`src/rtl/cwpf_pkg.sv`:
```
`timescale 1ns / 1ps
package cwpf_pkg;

	localparam int COORD_BITS = 12;
	localparam int CFG_DATA_BITS = 16;
	localparam int NUM_STEPS = 11;

	// byte slots of one command, sent in ascending order
	localparam int STEP_SYNC_A = 0;
	localparam int STEP_SYNC_B = 1;
	localparam int STEP_TYPE = 2;
	localparam int STEP_W_HI = 3;
	localparam int STEP_W_LO = 4;
	localparam int STEP_H_HI = 5;
	localparam int STEP_H_LO = 6;
	localparam int STEP_PIX_HI = 7;
	localparam int STEP_PIX_LO = 8;
	localparam int STEP_TRL_A = 9;
	localparam int STEP_TRL_B = 10;

	localparam logic [7:0] BYTE_AA = 8'hAA;
	localparam logic [7:0] BYTE_55 = 8'h55;
	localparam logic [7:0] TYPE_BIN = 8'd7;
	localparam logic [7:0] TYPE_RAW = 8'd8;

	typedef enum logic [2:0] {
		CFG_LEFT_COL = 3'd0,
		CFG_TOP_ROW = 3'd1,
		CFG_RIGHT_COL = 3'd2,
		CFG_BOTTOM_ROW = 3'd3,
		CFG_SEND_RAW = 3'd4,
		CFG_BIN_THRESHOLD = 3'd5
	} cfg_idx_t;

	typedef logic [COORD_BITS-1:0] coord_t;
	typedef logic [NUM_STEPS-1:0] step_mask_t;

	typedef struct packed {
		logic [15:0] pixel;
		coord_t col;
		coord_t row;
	} pix_in_t;

	typedef struct packed {
		logic [7:0] data_byte;
		logic last_of_run;
		logic frame_done;
	} byte_out_t;

	typedef struct packed {
		coord_t left_col;
		coord_t top_row;
		coord_t right_col;
		coord_t bottom_row;
		logic send_raw;
		logic [15:0] bin_threshold;
	} cfg_t;

	typedef struct packed {
		step_mask_t mask;
		logic raw;
		logic [15:0] data;
	} cmd_t;

endpackage

```
`src/rtl/cwpf_front.sv`:
```
`timescale 1ns / 1ps
module cwpf_front (
	input logic clk,
	input logic arst_n,
	input cwpf_pkg::cfg_t cfg,
	input logic in_valid,
	output logic in_stall,
	input cwpf_pkg::pix_in_t in_item,
	input logic cmd_full,
	output logic cmd_push,
	output cwpf_pkg::cmd_t cmd
);

	logic [7:0] packed_q;
	logic in_win, hdr, trl, emit, hit, accept;
	logic [2:0] place;
	logic [7:0] base, nxt;
	cwpf_pkg::coord_t offs;

	assign in_stall = cmd_full;
	assign accept = in_valid && !cmd_full;

	always_comb begin
		in_win = (in_item.col >= cfg.left_col) && (in_item.col <= cfg.right_col) &&
			(in_item.row >= cfg.top_row) && (in_item.row <= cfg.bottom_row);
		hdr = (in_item.col == cfg.left_col) && (in_item.row == cfg.top_row);
		trl = (in_item.col == cfg.right_col) && (in_item.row == cfg.bottom_row);
		offs = in_item.col - cfg.left_col;
		place = offs[2:0];
		base = (place == 3'd0) ? 8'd0 : packed_q;
		hit = in_item.pixel > cfg.bin_threshold;
		nxt = base | ({7'd0, hit} << (3'd7 - place));
		emit = (place == 3'd7) || (in_item.col == cfg.right_col);

		cmd.mask = '0;
		cmd.mask[cwpf_pkg::STEP_SYNC_A] = hdr;
		cmd.mask[cwpf_pkg::STEP_SYNC_B] = hdr;
		cmd.mask[cwpf_pkg::STEP_TYPE] = hdr;
		cmd.mask[cwpf_pkg::STEP_W_HI] = hdr;
		cmd.mask[cwpf_pkg::STEP_W_LO] = hdr;
		cmd.mask[cwpf_pkg::STEP_H_HI] = hdr;
		cmd.mask[cwpf_pkg::STEP_H_LO] = hdr;
		cmd.mask[cwpf_pkg::STEP_PIX_HI] = cfg.send_raw;
		cmd.mask[cwpf_pkg::STEP_PIX_LO] = cfg.send_raw || emit;
		cmd.mask[cwpf_pkg::STEP_TRL_A] = trl;
		cmd.mask[cwpf_pkg::STEP_TRL_B] = trl;
		cmd.raw = cfg.send_raw;
		cmd.data = cfg.send_raw ? in_item.pixel : {8'd0, nxt};
	end

	// drop out-of-window pixels and bit-only pixels that finish no byte
	assign cmd_push = accept && in_win && (cmd.mask != '0);

	always_ff @(posedge clk or negedge arst_n) begin
		if (!arst_n) begin
			packed_q <= 8'd0;
		end else if (accept && in_win && !cfg.send_raw) begin
			packed_q <= emit ? 8'd0 : nxt;
		end
	end

endmodule

```
`src/rtl/cwpf_cmd_fifo.sv`:
```
`timescale 1ns / 1ps
module cwpf_cmd_fifo (
	input logic clk,
	input logic arst_n,
	input logic push,
	input cwpf_pkg::cmd_t push_cmd,
	output logic full,
	input logic pop,
	output logic head_valid,
	output cwpf_pkg::cmd_t head_cmd
);

	localparam int DEPTH = 4;
	localparam int PTR_BITS = $clog2(DEPTH);

	cwpf_pkg::cmd_t slot_q [DEPTH];
	logic [PTR_BITS-1:0] wr_ptr_q, rd_ptr_q;
	logic [PTR_BITS:0] count_q;
	logic do_push, do_pop;

	assign full = (count_q == (PTR_BITS+1)'(DEPTH));
	assign head_valid = (count_q != '0);
	assign head_cmd = slot_q[rd_ptr_q];
	assign do_push = push && !full;
	assign do_pop = pop && head_valid;

	always_ff @(posedge clk) begin
		if (do_push) begin
			slot_q[wr_ptr_q] <= push_cmd;
		end
	end

	always_ff @(posedge clk or negedge arst_n) begin
		if (!arst_n) begin
			wr_ptr_q <= '0;
			rd_ptr_q <= '0;
			count_q <= '0;
		end else begin
			if (do_push) begin
				wr_ptr_q <= wr_ptr_q + 1'b1;
			end
			if (do_pop) begin
				rd_ptr_q <= rd_ptr_q + 1'b1;
			end
			case ({do_push, do_pop})
				2'b10: count_q <= count_q + 1'b1;
				2'b01: count_q <= count_q - 1'b1;
				default: count_q <= count_q;
			endcase
		end
	end

endmodule

```
`src/rtl/cwpf_back.sv`:
```
`timescale 1ns / 1ps
module cwpf_back (
	input logic clk,
	input logic arst_n,
	input cwpf_pkg::cfg_t cfg,
	input logic head_valid,
	input cwpf_pkg::cmd_t head_cmd,
	output logic pop,
	output logic out_valid,
	input logic out_stall,
	output cwpf_pkg::byte_out_t out_item
);

	cwpf_pkg::step_mask_t mask_q, low_bit, rest;
	logic [15:0] data_q;
	logic raw_q, out_valid_q;
	cwpf_pkg::byte_out_t out_q;
	logic slot_free, have, emit, last;
	logic [3:0] idx;
	logic [15:0] width, height;
	logic [7:0] sel_byte;

	assign slot_free = !out_valid_q || !out_stall;
	assign have = (mask_q != '0);
	assign emit = slot_free && have;
	assign low_bit = mask_q & (~mask_q + 1'b1);
	assign rest = mask_q & ~low_bit;
	assign last = (rest == '0);
	// refill on the last byte of a command so bytes flow without a gap
	assign pop = head_valid && (!have || (emit && last));

	assign width = 16'(cfg.right_col) - 16'(cfg.left_col) + 16'd1;
	assign height = 16'(cfg.bottom_row) - 16'(cfg.top_row) + 16'd1;

	always_comb begin
		idx = 4'd0;
		for (int i = cwpf_pkg::NUM_STEPS - 1; i >= 0; i--) begin
			if (mask_q[i]) begin
				idx = 4'(i);
			end
		end
		case (int'(idx))
			cwpf_pkg::STEP_SYNC_A: sel_byte = cwpf_pkg::BYTE_AA;
			cwpf_pkg::STEP_SYNC_B: sel_byte = cwpf_pkg::BYTE_55;
			cwpf_pkg::STEP_TYPE: sel_byte = raw_q ? cwpf_pkg::TYPE_RAW : cwpf_pkg::TYPE_BIN;
			cwpf_pkg::STEP_W_HI: sel_byte = width[15:8];
			cwpf_pkg::STEP_W_LO: sel_byte = width[7:0];
			cwpf_pkg::STEP_H_HI: sel_byte = height[15:8];
			cwpf_pkg::STEP_H_LO: sel_byte = height[7:0];
			cwpf_pkg::STEP_PIX_HI: sel_byte = data_q[15:8];
			cwpf_pkg::STEP_PIX_LO: sel_byte = data_q[7:0];
			cwpf_pkg::STEP_TRL_A: sel_byte = cwpf_pkg::BYTE_55;
			cwpf_pkg::STEP_TRL_B: sel_byte = cwpf_pkg::BYTE_AA;
			default: sel_byte = 8'd0;
		endcase
	end

	always_ff @(posedge clk or negedge arst_n) begin
		if (!arst_n) begin
			mask_q <= '0;
			out_valid_q <= 1'b0;
		end else begin
			if (pop) begin
				mask_q <= head_cmd.mask;
			end else if (emit) begin
				mask_q <= rest;
			end
			if (slot_free) begin
				out_valid_q <= have;
			end
		end
	end

	always_ff @(posedge clk) begin
		if (pop) begin
			data_q <= head_cmd.data;
			raw_q <= head_cmd.raw;
		end
		if (emit) begin
			out_q.data_byte <= sel_byte;
			out_q.last_of_run <= last;
			out_q.frame_done <= (int'(idx) == cwpf_pkg::STEP_TRL_B);
		end
	end

	assign out_valid = out_valid_q;
	assign out_item = out_q;

endmodule

```
`src/rtl/crop_window_pixel_framer_top.sv`:
```
`timescale 1ns / 1ps
// Channel  Dir  Handshake          Payload
// in       in   in_valid/in_stall  in_item   (pixel, col, row)
// out      out  out_valid/out_stall out_item (data_byte, last_of_run, frame_done)
// cfg      in   cfg_we             cfg_index, cfg_data
//
// Output bytes per pixel: a raw pixel gives two, a header seven more, a trailer two
// more, a binary pixel one per finished byte; pixels that make no byte never reach the
// back end. The output byte register is the limit.
// arst_n clears the command queue, the bit packer and the output valid, and loads the
// window registers with their defaults. in_stall rises only when the four-entry command
// queue is full; out_stall holds the byte register.
module crop_window_pixel_framer_top (
	input logic clk,
	input logic arst_n,
	input logic in_valid,
	output logic in_stall,
	input cwpf_pkg::pix_in_t in_item,
	output logic out_valid,
	input logic out_stall,
	output cwpf_pkg::byte_out_t out_item,
	input logic cfg_we,
	input logic [2:0] cfg_index,
	input logic [cwpf_pkg::CFG_DATA_BITS-1:0] cfg_data
);

	cwpf_pkg::cfg_t cfg_q;
	cwpf_pkg::cmd_t push_cmd, head_cmd;
	logic cmd_full, cmd_push, head_valid, cmd_pop;

	// Configuration registers; the user must write them only while the block is idle (not enforced here).
	always_ff @(posedge clk or negedge arst_n) begin
		if (!arst_n) begin
			cfg_q.left_col <= cwpf_pkg::COORD_BITS'(650);
			cfg_q.top_row <= cwpf_pkg::COORD_BITS'(400);
			cfg_q.right_col <= cwpf_pkg::COORD_BITS'(1300);
			cfg_q.bottom_row <= cwpf_pkg::COORD_BITS'(650);
			cfg_q.send_raw <= 1'b0;
			cfg_q.bin_threshold <= 16'h8000;
		end else if (cfg_we) begin
			case (cwpf_pkg::cfg_idx_t'(cfg_index))
				cwpf_pkg::CFG_LEFT_COL: cfg_q.left_col <= cfg_data[cwpf_pkg::COORD_BITS-1:0];
				cwpf_pkg::CFG_TOP_ROW: cfg_q.top_row <= cfg_data[cwpf_pkg::COORD_BITS-1:0];
				cwpf_pkg::CFG_RIGHT_COL: cfg_q.right_col <= cfg_data[cwpf_pkg::COORD_BITS-1:0];
				cwpf_pkg::CFG_BOTTOM_ROW: cfg_q.bottom_row <= cfg_data[cwpf_pkg::COORD_BITS-1:0];
				cwpf_pkg::CFG_SEND_RAW: cfg_q.send_raw <= cfg_data[0];
				cwpf_pkg::CFG_BIN_THRESHOLD: cfg_q.bin_threshold <= cfg_data[15:0];
				default: cfg_q <= cfg_q;
			endcase
		end
	end

	// Front end: window test, header/trailer detection, bit packing.
	cwpf_front u_front (
		.clk(clk),
		.arst_n(arst_n),
		.cfg(cfg_q),
		.in_valid(in_valid),
		.in_stall(in_stall),
		.in_item(in_item),
		.cmd_full(cmd_full),
		.cmd_push(cmd_push),
		.cmd(push_cmd)
	);

	// Queue decouples input acceptance from byte serialization.
	cwpf_cmd_fifo u_fifo (
		.clk(clk),
		.arst_n(arst_n),
		.push(cmd_push),
		.push_cmd(push_cmd),
		.full(cmd_full),
		.pop(cmd_pop),
		.head_valid(head_valid),
		.head_cmd(head_cmd)
	);

	// Back end: walk the byte slots of each command into the output register.
	cwpf_back u_back (
		.clk(clk),
		.arst_n(arst_n),
		.cfg(cfg_q),
		.head_valid(head_valid),
		.head_cmd(head_cmd),
		.pop(cmd_pop),
		.out_valid(out_valid),
		.out_stall(out_stall),
		.out_item(out_item)
	);

	// The closing trailer byte always ends its pixel's bytes.
	a_done_is_last: assert property (@(posedge clk) disable iff (!arst_n)
		out_valid && out_item.frame_done |-> out_item.last_of_run &&
			out_item.data_byte == cwpf_pkg::BYTE_AA)
		else $error("frame_done without last_of_run or trailer byte");

	// Bytes of one pixel follow each other with no gap.
	a_no_gap_in_run: assert property (@(posedge clk) disable iff (!arst_n)
		out_valid && !out_stall && !out_item.last_of_run |=> out_valid)
		else $error("gap inside a pixel's byte run");

	// A full queue is never pushed.
	a_no_push_when_full: assert property (@(posedge clk) disable iff (!arst_n)
		cmd_full |-> !cmd_push)
		else $error("command pushed into full queue");

endmodule

```
`config.mk`:
```
export PLATFORM = sky130hd
export DESIGN_NAME = crop_window_pixel_framer_top
export DESIGN_NICKNAME = d
export VERILOG_FILES = /design/src/rtl/cwpf_pkg.sv /design/src/rtl/cwpf_front.sv /design/src/rtl/cwpf_cmd_fifo.sv /design/src/rtl/cwpf_back.sv /design/src/rtl/crop_window_pixel_framer_top.sv
export SDC_FILE = /design/constraint.sdc
export NUM_CORES = 1
export LEC_CHECK = 0
export BUFFER_PORTS_ARGS = -buffer_cell sky130_fd_sc_hd__buf_2
export CAP_MARGIN = 20
export CORE_MARGIN = 2
export CORE_UTILIZATION = 40
export DETAILED_ROUTE_END_ITERATION = 12
export PLACE_DENSITY_LB_ADDON = 0.3
export SLEW_MARGIN = 20
export SYNTH_ARGS = -nofsm -noshare
export SYNTH_HDL_FRONTEND = slang
export SYNTH_SLANG_ARGS = --single-unit
export TNS_END_PERCENT = 50
```
`constraint.sdc`:
```
create_clock -name clk -period 4.3 [get_ports clk]
set_clock_uncertainty 0.2 [all_clocks]
set_input_delay 1.29 -clock clk [delete_from_list [all_inputs] [get_ports clk]]
set_output_delay 1.29 -clock clk [all_outputs]
set_load 0.01 [all_outputs]
```
==> results.md, run 1 <==
- Max FO, Critical Path: 2
- Met2 GRT Util: 30.9%
- RSZ-0062 raised after global routing: false
- Final setup TNS: 0 ns
- Deepest clock path buffer count: 2
- Syn_nets: 1182
- Drt initial violations: 542
- R2R Path Start: cfg_q[17]$_DFFE_PN0P_
- Main synth FF type: edfxtp_1
- Minimum clock period after layout: 3.94 ns
- Fill cell count: 2715
- Power density over cell area: 592 nW/um^2
- Root Buffer: clkbuf_16
- DIE WIDTH: 174 um
- Post-synthesis cell area: 11500 sq um
- Post-cts resize count: 0
- Placed Cells: 1485
- Leakage: 5.59 nW
- Detailed-route DRC error count: 0
- M1 GR Usage: 26.3%
- Hold Startpoint: u_fifo.count_q[2]$_DFFE_PN0P_
- Gr ovfl total: 0
- Most Used Layer, Global Route: met2
- CTS sink cnt: 199
- I/O pins: 76
- TritonCTS clock tree: built
- Register bit total from synthesis: 199
- CP required: 4.47 ns
- RePlAce Congestion: 0.871
- Layout cell share with drive strength beyond 1: 20.3%
- VDD IR max: 265 uV
- Worst min path class: reg -> reg
- Final nets: 1283
- R2R cell count: 12
- Seq/Total Area, Yosys: 48.0%
- DR vias/cell: 5.33
- PortBufs: 75
- Cells after Synth: 1019
- First-pass GRT wire length: 44400 um
- Yosys top cell area share: 27.8%
- MaxCap Viol Count: 0
- Startpoint Class: input pin
- Status: finished clean
- Crit path capture type: flip-flop
- Largest net degree at the start of global routing: 42
- Insertion delay to the later sink of the worst-skew pair: 0.44 ns
- Ys Warns: 0
- Crit Path Class: in -> reg
- Number of synthesized flops with an enable pin: 107
- Fin. Hold Viols: 0
- Gr usage total: 18.8%
- Core ar.: 28500 sq um
- Final Non-Filler Cells: 1517
- Detailed Place HPWL: 21100 um
- Ys async rst share: 46.2%
- H-tree levels: 4
- Die Area: 30200 sq um
- WHS Endpoint: u_fifo.count_q[2]$_DFFE_PN0P_
- Worst Path Arrival: 4.11 ns
- Slew HR: 34.8%
- Met3 Resource Use GR: 2.30%
- Area Growth Syn to Fin: 14.1%
- # hold bufs at CTS: 0
- DR WL/cell: 18.2 um
- Yosys cell types: 93
- DR pass1 iterations: 5
- Reg2reg end: u_back.out_item[6]$_DFFE_PP_
- Crit path from: in_item[12]
- Rows: 62
- Post-Route Utilization: 46.1%
- Worst-path clk slew: 0.08 ns
- Die Y: 174 um
- Fin crit share: 91.6%
- Slew of the pin with the lowest slew margin: 0.978 ns
- Initial Util: 40.4%
- Num CTS Buffers: 17
- N_diodes: 0
- Vias: 8088
- Initial antenna violation count: 0
- Fmax: 254 MHz
- Setup slack, reg-to-reg: 0.70 ns
- Mean Syn Cell Area: 11.3 sq um
- Yosys top cell by area: edfxtp_1
- Synth top area cells: edfxtp_1 28%, dfrtp_1 16%, ha_1 10%
- Vias in the first global route: 8107
- Pins over their slew limit: 0
- Final setup viols: 0
- Detail Route Antenna Nets: 0
- Hold depth: 1
- Drt total wl: 27600 um
- Post-CTS Setup Inserts: 0
-- cell families after synthesis --
family	Yosys count	share of synthesized area, %
buf+inv	120	3.96
mux	55	7.31
flops	199	48.0
simple gates	269	12.4
xor+xnor	40	3.04
compound gates	235	14.2
fa+ha+maj	101	11.2
-- critical path, stage by stage --
cell and delay [ns]:
buf_2 0.10, inv_1 0.07, ha_1 0.14, inv_1 0.05, fa_1 0.39, a21o_1 0.17
nand2_1 0.07, a31oi_1 0.08, o31ai_1 0.26, a2bb2oi_1 0.12, nand4b_1 0.13, a21oi_1 0.05
buf_4 0.16, inv_1 0.05, ha_1 0.15, inv_1 0.05, fa_1 0.37, xor2_1 0.15
nor2_1 0.11, xor2_1 0.15
-- worst max-delay path by stage --
stage	to	slack (ns)	cells past startpoint
3_3_place_gp	u_fifo.count_q[2]$_DFFE_PN0P_	-0.001	20
3_5_place_dp	u_fifo.count_q[2]$_DFFE_PN0P_	-0.06	20
6_report	u_fifo.count_q[2]$_DFFE_PN0P_	0.36	20
2_1_floorplan	u_fifo.count_q[2]$_DFFE_PN0P_	0.14	18
5_1_grt	u_fifo.count_q[2]$_DFFE_PN0P_	0.16	20
4_1_cts	u_fifo.count_q[2]$_DFFE_PN0P_	0.37	20
-- per-layer routing --
layer	wire length, um	up-vias	part of all wire (%)
li1	-	3970	-
met1	13100	3933	48
met2	13100	157	47
met3	915	28	3.3
met4	448	0	1.6
met5	0	-	0
-- synth_stat cells (all sizes together), types with 8 or more instances --
cell type,n
edfxtp,107
a211oi,10
nand2,85
nand3,20
a21oi,39
nor2b,10
dfrtp,76
and2,16
dfstp,16
xnor2,23
or3,8
inv,97
nor3,15
nand2b,14
ha,95
mux4,20
a21o,30
clkbuf,16
o21ai,67
xor2,17
nor2,44
mux2,34
nand4,19
-- stage by stage --
step	total power, mW	hold slack, ns	cell area (sq um)	setup WS, ns
after global routing	8.36	0.292	13200	0.157
after global placement	6.21	0.271	12600	-0.00135
after CTS	7.85	0.284	13200	0.372
after detailed placement	6.26	0.273	12600	-0.0604
final	7.80	0.287	13200	0.361
after floorplan	5.27	0.248	11500	0.142
-- registers in the layout, indices dropped and copies added (netlist names) --
signal and flops:
u_back.data_q 16, u_back.out_valid 1, u_fifo.count_q 3, u_back.raw_q 1, cfg_q 65, u_back.mask_q 11
u_front.packed_q 8, u_fifo.slot_q 80, u_back.out_item 10, u_fifo.rd_ptr_q 2, u_fifo.wr_ptr_q 2
-- placed cells by master (no fill, tap or decap), types with 13 or more instances in the layout --
master     instances
mux4_2            20
a21oi_1           38
nand3_1           20
nand2b_1          14
and2_1            16
nor3_1            13
ha_1              95
nand4_1           19
inv_1             96
mux2_2            34
o21ai_0           63
xor2_1            17
a21o_1            30
buf_2             74
dfrtp_1           76
edfxtp_1         107
clkbuf_16         17
dfstp_2           16
xnor2_1           23
nor2_1            43
nand2_1           85
buf_4             27
-- area by class of cell --
type / instances / area (sq um) / area share [%]
well taps: 384 / 480 / 3.65
inverters: 97 / 364 / 2.76
clock inverters: 13 / 150 / 1.14
repair buffers: 105 / 653 / 4.96
multi-input cells: 700 / 5550 / 42.2
flip-flops and latches: 199 / 5540 / 42.0
clock buffers: 19 / 433 / 3.29
-- report_power, final --
group,switching [mW],internal [mW],total [mW]
clock,0.790,0.781,1.57
sequential,0.277,2.50,2.78
combinational,1.97,1.47,3.44
total,3.04,4.76,7.80
No activity file was read; power rests on OpenSTA's default activity.
==> run 2: changes to the inputs <==
--- a/config.mk
+++ b/config.mk
@@ -7,6 +7,7 @@
 export LEC_CHECK = 0
 export BUFFER_PORTS_ARGS = -buffer_cell sky130_fd_sc_hd__buf_2
 export CAP_MARGIN = 20
+export CORE_ASPECT_RATIO = 1.75
 export CORE_MARGIN = 2
 export CORE_UTILIZATION = 40
 export DETAILED_ROUTE_END_ITERATION = 12
==> results.md, run 2 (synthesized netlist as in run 1, its figures left out) <==
- Sw Share: 39.3%
- Worst min path class: reg -> reg
- Core ar.: 28500 sq um
- DR pass1 iterations: 5
- Deepest clock path buffer count: 2
- Vias in the first global route: 8730
- R2R cell count: 10
- VDD IR max: 403 uV
- RSZ-0062 raised after global routing: false
- Clock power frac: 20.5%
- Gr usage total: 20.1%
- Rows: 82
- Fin crit share: 88.6%
- Vias: 8267
- # hold bufs at CTS: 0
- Die Area: 30300 sq um
- Crit Path Class: in -> reg
- First-pass GRT wire length: 46400 um
- Most frequent cell on the critical path: inv_1
- Fmax: 263 MHz
- Die Y: 229 um
- TritonCTS clock tree: built
- N_diodes: 0
- Crit path capture type: flip-flop
- Worst Path Arrival: 3.99 ns
- Worst hold margin: 0.296 ns
- I/O pins: 76
- Status: finished clean
- Hold Startpoint: u_fifo.count_q[2]$_DFFE_PN0P_
- H-tree levels: 4
- Final setup viols: 0
- Slew HR: 30.4%
- RePlAce Congestion: 0.909
- Commonest non-fill, non-tap cell in the layout: edfxtp_1
- Max reg flops: 80
- Pins over their slew limit: 0
- Initial antenna violation count: 0
- Insertion delay to the later sink of the worst-skew pair: 0.45 ns
- DIE WIDTH: 132 um
- Final setup TNS: 0 ns
- Leakage: 5.62 nW
- Post-cts resize count: 0
- DR vias/cell: 5.46
- MaxCap Viol Count: 0
- Max FO, Critical Path: 2
- Root Buffer: clkbuf_16
- Largest Register: u_fifo.slot_q
- CTS sink cnt: 199
- Comb power frac: 44.2%
- Worst-path clk slew: 0.08 ns
- R2R Path Start: cfg_q[45]$_DFFE_PN1P_
- Layout cell share with drive strength beyond 1: 20.8%
- Flop pwr share: 35.3%
- Most frequent cells in the layout: 107 x edfxtp_1, 96 x inv_1, 95 x ha_1
- Int Pwr: 4.83 mW
- Top flop regs: u_fifo.slot_q (80), cfg_q (65), u_back.data_q (16)
- Fin. Hold Viols: 0
- Startpoint Class: input pin
- Initial Util: 40.5%
- Area Growth Syn to Fin: 14.3%
- CP Cell Sequence: buf_2 -> inv_1 -> ha_1 -> inv_1 -> fa_1 -> a21o_1 -> nand2_1 -> a31oi_1 -> o31ai_1 -> a2bb2oi_1 -> nand4b_1 -> a21oi_1 -> inv_1 -> ha_1 -> inv_1 -> fa_1 -> xor2_1 -> nor2_1 -> xor2_1
- Gr ovfl total: 0
- Post-CTS Setup Inserts: 0
- Minimum clock period after layout: 3.81 ns
- Final nets: 1287
- Slew of the pin with the lowest slew margin: 1.04 ns
- Detailed Place HPWL: 23100 um
- Drt total wl: 29400 um
- PortBufs: 75
- Power density over cell area: 603 nW/um^2
- Total chip power: 7.96 mW
- Detailed-route DRC error count: 0
- Max stage delay cell, worst path: fa_1
- Drt initial violations: 414
- Detail Route Antenna Nets: 0
- Largest net degree at the start of global routing: 93
- Hold depth: 1
- Slowest stage delay, CP: 0.38 ns
- Switch Pwr: 3.13 mW
- Num CTS Buffers: 17
- DR WL/cell: 19.4 um
- CP required: 4.48 ns
- Crit path from: in_item[12]
## run 2: cell types whose count changed in the layout (fill, tap and decap cells not counted), sizes merged
| cell | previous run | this run |
|---|---|---|
| clkbuf | 19 | 17 |
| clkinvlp | 1 | 2 |
| clkinv | 5 | 2 |
| inv | 104 | 107 |
| buf | 105 | 109 |
| bufinv | 0 | 1 |
## run 2: stage by stage
step	worst slack, ns	cells	util [%]	area [sq um]
after global placement	0.0838	1483	44.2	12600
final	0.491	1515	46.3	13200
after CTS	0.507	1515	46.3	13200
after global routing	0.250	1515	46.3	13200
after floorplan	0.142	1019	-	11500
after detailed placement	0.0320	1483	44.2	12600
## run 2: layout make-up
class / count / area (sq um)
Clock inverter: 15 / 170
Inverter: 97 / 364
Fill cell: 2699 / 15300
Tap cell: 378 / 473
Sequential cell: 199 / 5540
Multi-Input combinational cell: 700 / 5550
Timing Repair Buffer: 109 / 671
Clock buffer: 17 / 425
## run 2: worst paths after layout
check	endpoint	slack (ns)
min	u_fifo.count_q[2]$_DFFE_PN0P_	0.30
max in group asynchronous	cfg_q[37]$_DFFE_PN1P_	2.80
min in group asynchronous	cfg_q[6]$_DFFE_PN0P_	0.65
min reg2reg	u_fifo.count_q[2]$_DFFE_PN0P_	0.30
max reg2reg	u_back.out_item[9]$_DFFE_PP_	0.77
max	u_fifo.count_q[2]$_DFFE_PN0P_	0.49
## run 2: worst max-delay path: cells and delay by family
| family | cells | cell delay [ns] |
|---|---|---|
| buf+inv | 5 | 0.34 |
| compound gates | 5 | 0.72 |
| xor+xnor | 2 | 0.29 |
| simple gates | 3 | 0.30 |
| fa+ha+maj | 4 | 1.04 |
## run 2: layer usage
layer  wire length, um  GRT usage (%)
met5                 0              0
met3               788           2.82
met1             10500           20.0
met4              1320           9.85
met2             16700           39.8
## run 2: power by group through the flow
stage                     clock network (mW)  logic, mW  registers (mW)
after floorplan                            0       2.55            2.71
after detailed placement                   0       3.51            2.85
after global routing                    1.73       3.89            2.86
after CTS                               1.66       3.54            2.81
after global placement                     0       3.46            2.84
final                                   1.63       3.52            2.81
==> run 3: changes to the inputs <==
--- a/config.mk
+++ b/config.mk
@@ -9,7 +9,7 @@
 export CAP_MARGIN = 20
 export CORE_ASPECT_RATIO = 1.75
 export CORE_MARGIN = 2
-export CORE_UTILIZATION = 40
+export CORE_UTILIZATION = 57
 export DETAILED_ROUTE_END_ITERATION = 12
 export PLACE_DENSITY_LB_ADDON = 0.3
 export SLEW_MARGIN = 20
==> results.md, run 3 (synthesized netlist as in run 1, its figures left out) <==
- Status: finished clean
- Fin worst setup slack: 0.375 ns
- Power density over cell area: 607 nW/um^2
- Rows: 68
- DR pass1 iterations: 6
- CP required: 4.48 ns
- PortBufs: 75
- Max reg flops: 80
- DP Area: 12400 sq um
- Detailed Place HPWL: 21100 um
- Drt initial violations: 445
- Fill cell count: 1524
- Root Buffer: clkbuf_16
- Insertion delay to the later sink of the worst-skew pair: 0.45 ns
- Fin crit share: 91.3%
- Initial Util: 58.2%
- MaxCap Viol Count: 0
- Gr ovfl total: 0
- Drt total wl: 27500 um
- Reg2reg end: u_back.out_item[6]$_DFFE_PP_
- Die Y: 192 um
- RePlAce Congestion: 0.916
- Post-CTS Setup Inserts: 0
- Slew HR: 34.2%
- Slew of the pin with the lowest slew margin: 0.987 ns
- Gr usage total: 26.5%
- Final setup viols: 0
- Final setup TNS: 0 ns
- Post-Route Utilization: 65.6%
- Worst Path Arrival: 4.10 ns
- First-pass GRT wire length: 43300 um
- Crit path capture type: flip-flop
- Worst hold margin: 0.290 ns
- TritonCTS clock tree: built
- Top flop regs: u_fifo.slot_q (80), cfg_q (65), u_back.data_q (16)
- Final nets: 1279
- Pins over their slew limit: 0
- Placement Setup Slack: -0.0676 ns
- Detail Route Antenna Nets: 0
- Initial antenna violation count: 0
- Deepest clock path buffer count: 2
- Leakage: 5.60 nW
- Hold depth: 1
- Max FO, Critical Path: 2
- Post-cts resize count: 0
- CTS sink cnt: 199
- WHS Endpoint: u_fifo.count_q[2]$_DFFE_PN0P_
- R2R cell count: 11
- Die Area: 21400 sq um
- Hold Startpoint: u_fifo.count_q[2]$_DFFE_PN0P_
- N_diodes: 0
- DIE WIDTH: 112 um
- Design area: 13000 sq um
- Area Growth Syn to Fin: 12.7%
- # hold bufs at CTS: 0
- I/O pins: 76
- Placed Cells: 1342
- Largest net degree at the start of global routing: 56
- Worst min path class: reg -> reg
- Num CTS Buffers: 17
- R2R Path Start: cfg_q[18]$_DFFE_PN1P_
- Setup slack, reg-to-reg: 0.80 ns
- Final Non-Filler Cells: 1374
- Vias in the first global route: 8376
- H-tree levels: 4
- Crit Path Class: in -> reg
- Commonest non-fill, non-tap cell in the layout: edfxtp_1
- DR WL/cell: 20.0 um
- Worst-path clk slew: 0.07 ns
- Fmax: 255 MHz
- Layout cell share with drive strength beyond 1: 20.2%
- Most frequent cells in the layout: 107 x edfxtp_1, 96 x inv_1, 95 x ha_1
- Core ar.: 19800 sq um
- Detailed-route DRC error count: 0
- Total chip power: 7.90 mW
- Startpoint Class: input pin
- RSZ-0062 raised after global routing: false
- Fin. Hold Viols: 0
- DR vias/cell: 6.06
- Vias: 8323
- VDD IR max: 589 uV
- Largest Register: u_fifo.slot_q
- Minimum clock period after layout: 3.92 ns
## run 3: power by group
group	internal [mW]	switching, mW	total [mW]
Combinational	1.48	2.01	3.49
Sequential	2.50	0.262	2.76
Clock	0.844	0.803	1.65
Total	4.83	3.08	7.90
## run 3: routing by layer
metal / up-vias / part of all wire (%) / GRT usage, %
met1: 4068 / 36 / 28.5
met3: 73 / 3.6 / 4.26
met2: 217 / 55 / 49.6
met5: - / 0 / 0
li1: 3965 / - / -
met4: 0 / 4.8 / 13.8
## run 3: cell type report
cell class | count | area (sq um) | share of cell area, %
timing repair buffer | 101 | 636 | 4.89
tap | 245 | 307 | 2.36
clock buffer | 17 | 425 | 3.27
clock inverter | 15 | 189 | 1.45
inverter | 97 | 364 | 2.80
multi-input combinational | 700 | 5550 | 42.7
sequential | 199 | 5540 | 42.5
## run 3: worst max-delay path by stage
stage                     start                       endpoint  slack, ns  cells after the start
global placement    in_item[12]  u_fifo.count_q[2]$_DFFE_PN0P_       0.01                     20
floorplan           in_item[12]  u_fifo.count_q[2]$_DFFE_PN0P_       0.14                     18
detailed placement  in_item[12]  u_fifo.count_q[2]$_DFFE_PN0P_      -0.07                     20
CTS                 in_item[12]  u_fifo.count_q[2]$_DFFE_PN0P_       0.39                     20
finish              in_item[12]  u_fifo.count_q[2]$_DFFE_PN0P_       0.38                     20
global route        in_item[12]  u_fifo.count_q[2]$_DFFE_PN0P_       0.16                     20
## run 3: worst max-delay path, stage by stage
cell,delay (ns)
buf_2,0.11
inv_1,0.07
ha_1,0.14
inv_1,0.05
fa_1,0.38
a21o_1,0.17
nand2_1,0.07
a31oi_1,0.08
o31ai_1,0.24
a2bb2oi_1,0.11
nand4b_1,0.13
a21oi_1,0.06
buf_4,0.17
inv_1,0.05
ha_1,0.16
inv_1,0.05
fa_1,0.37
xor2_1,0.15
nor2_1,0.11
xor2_1,0.14
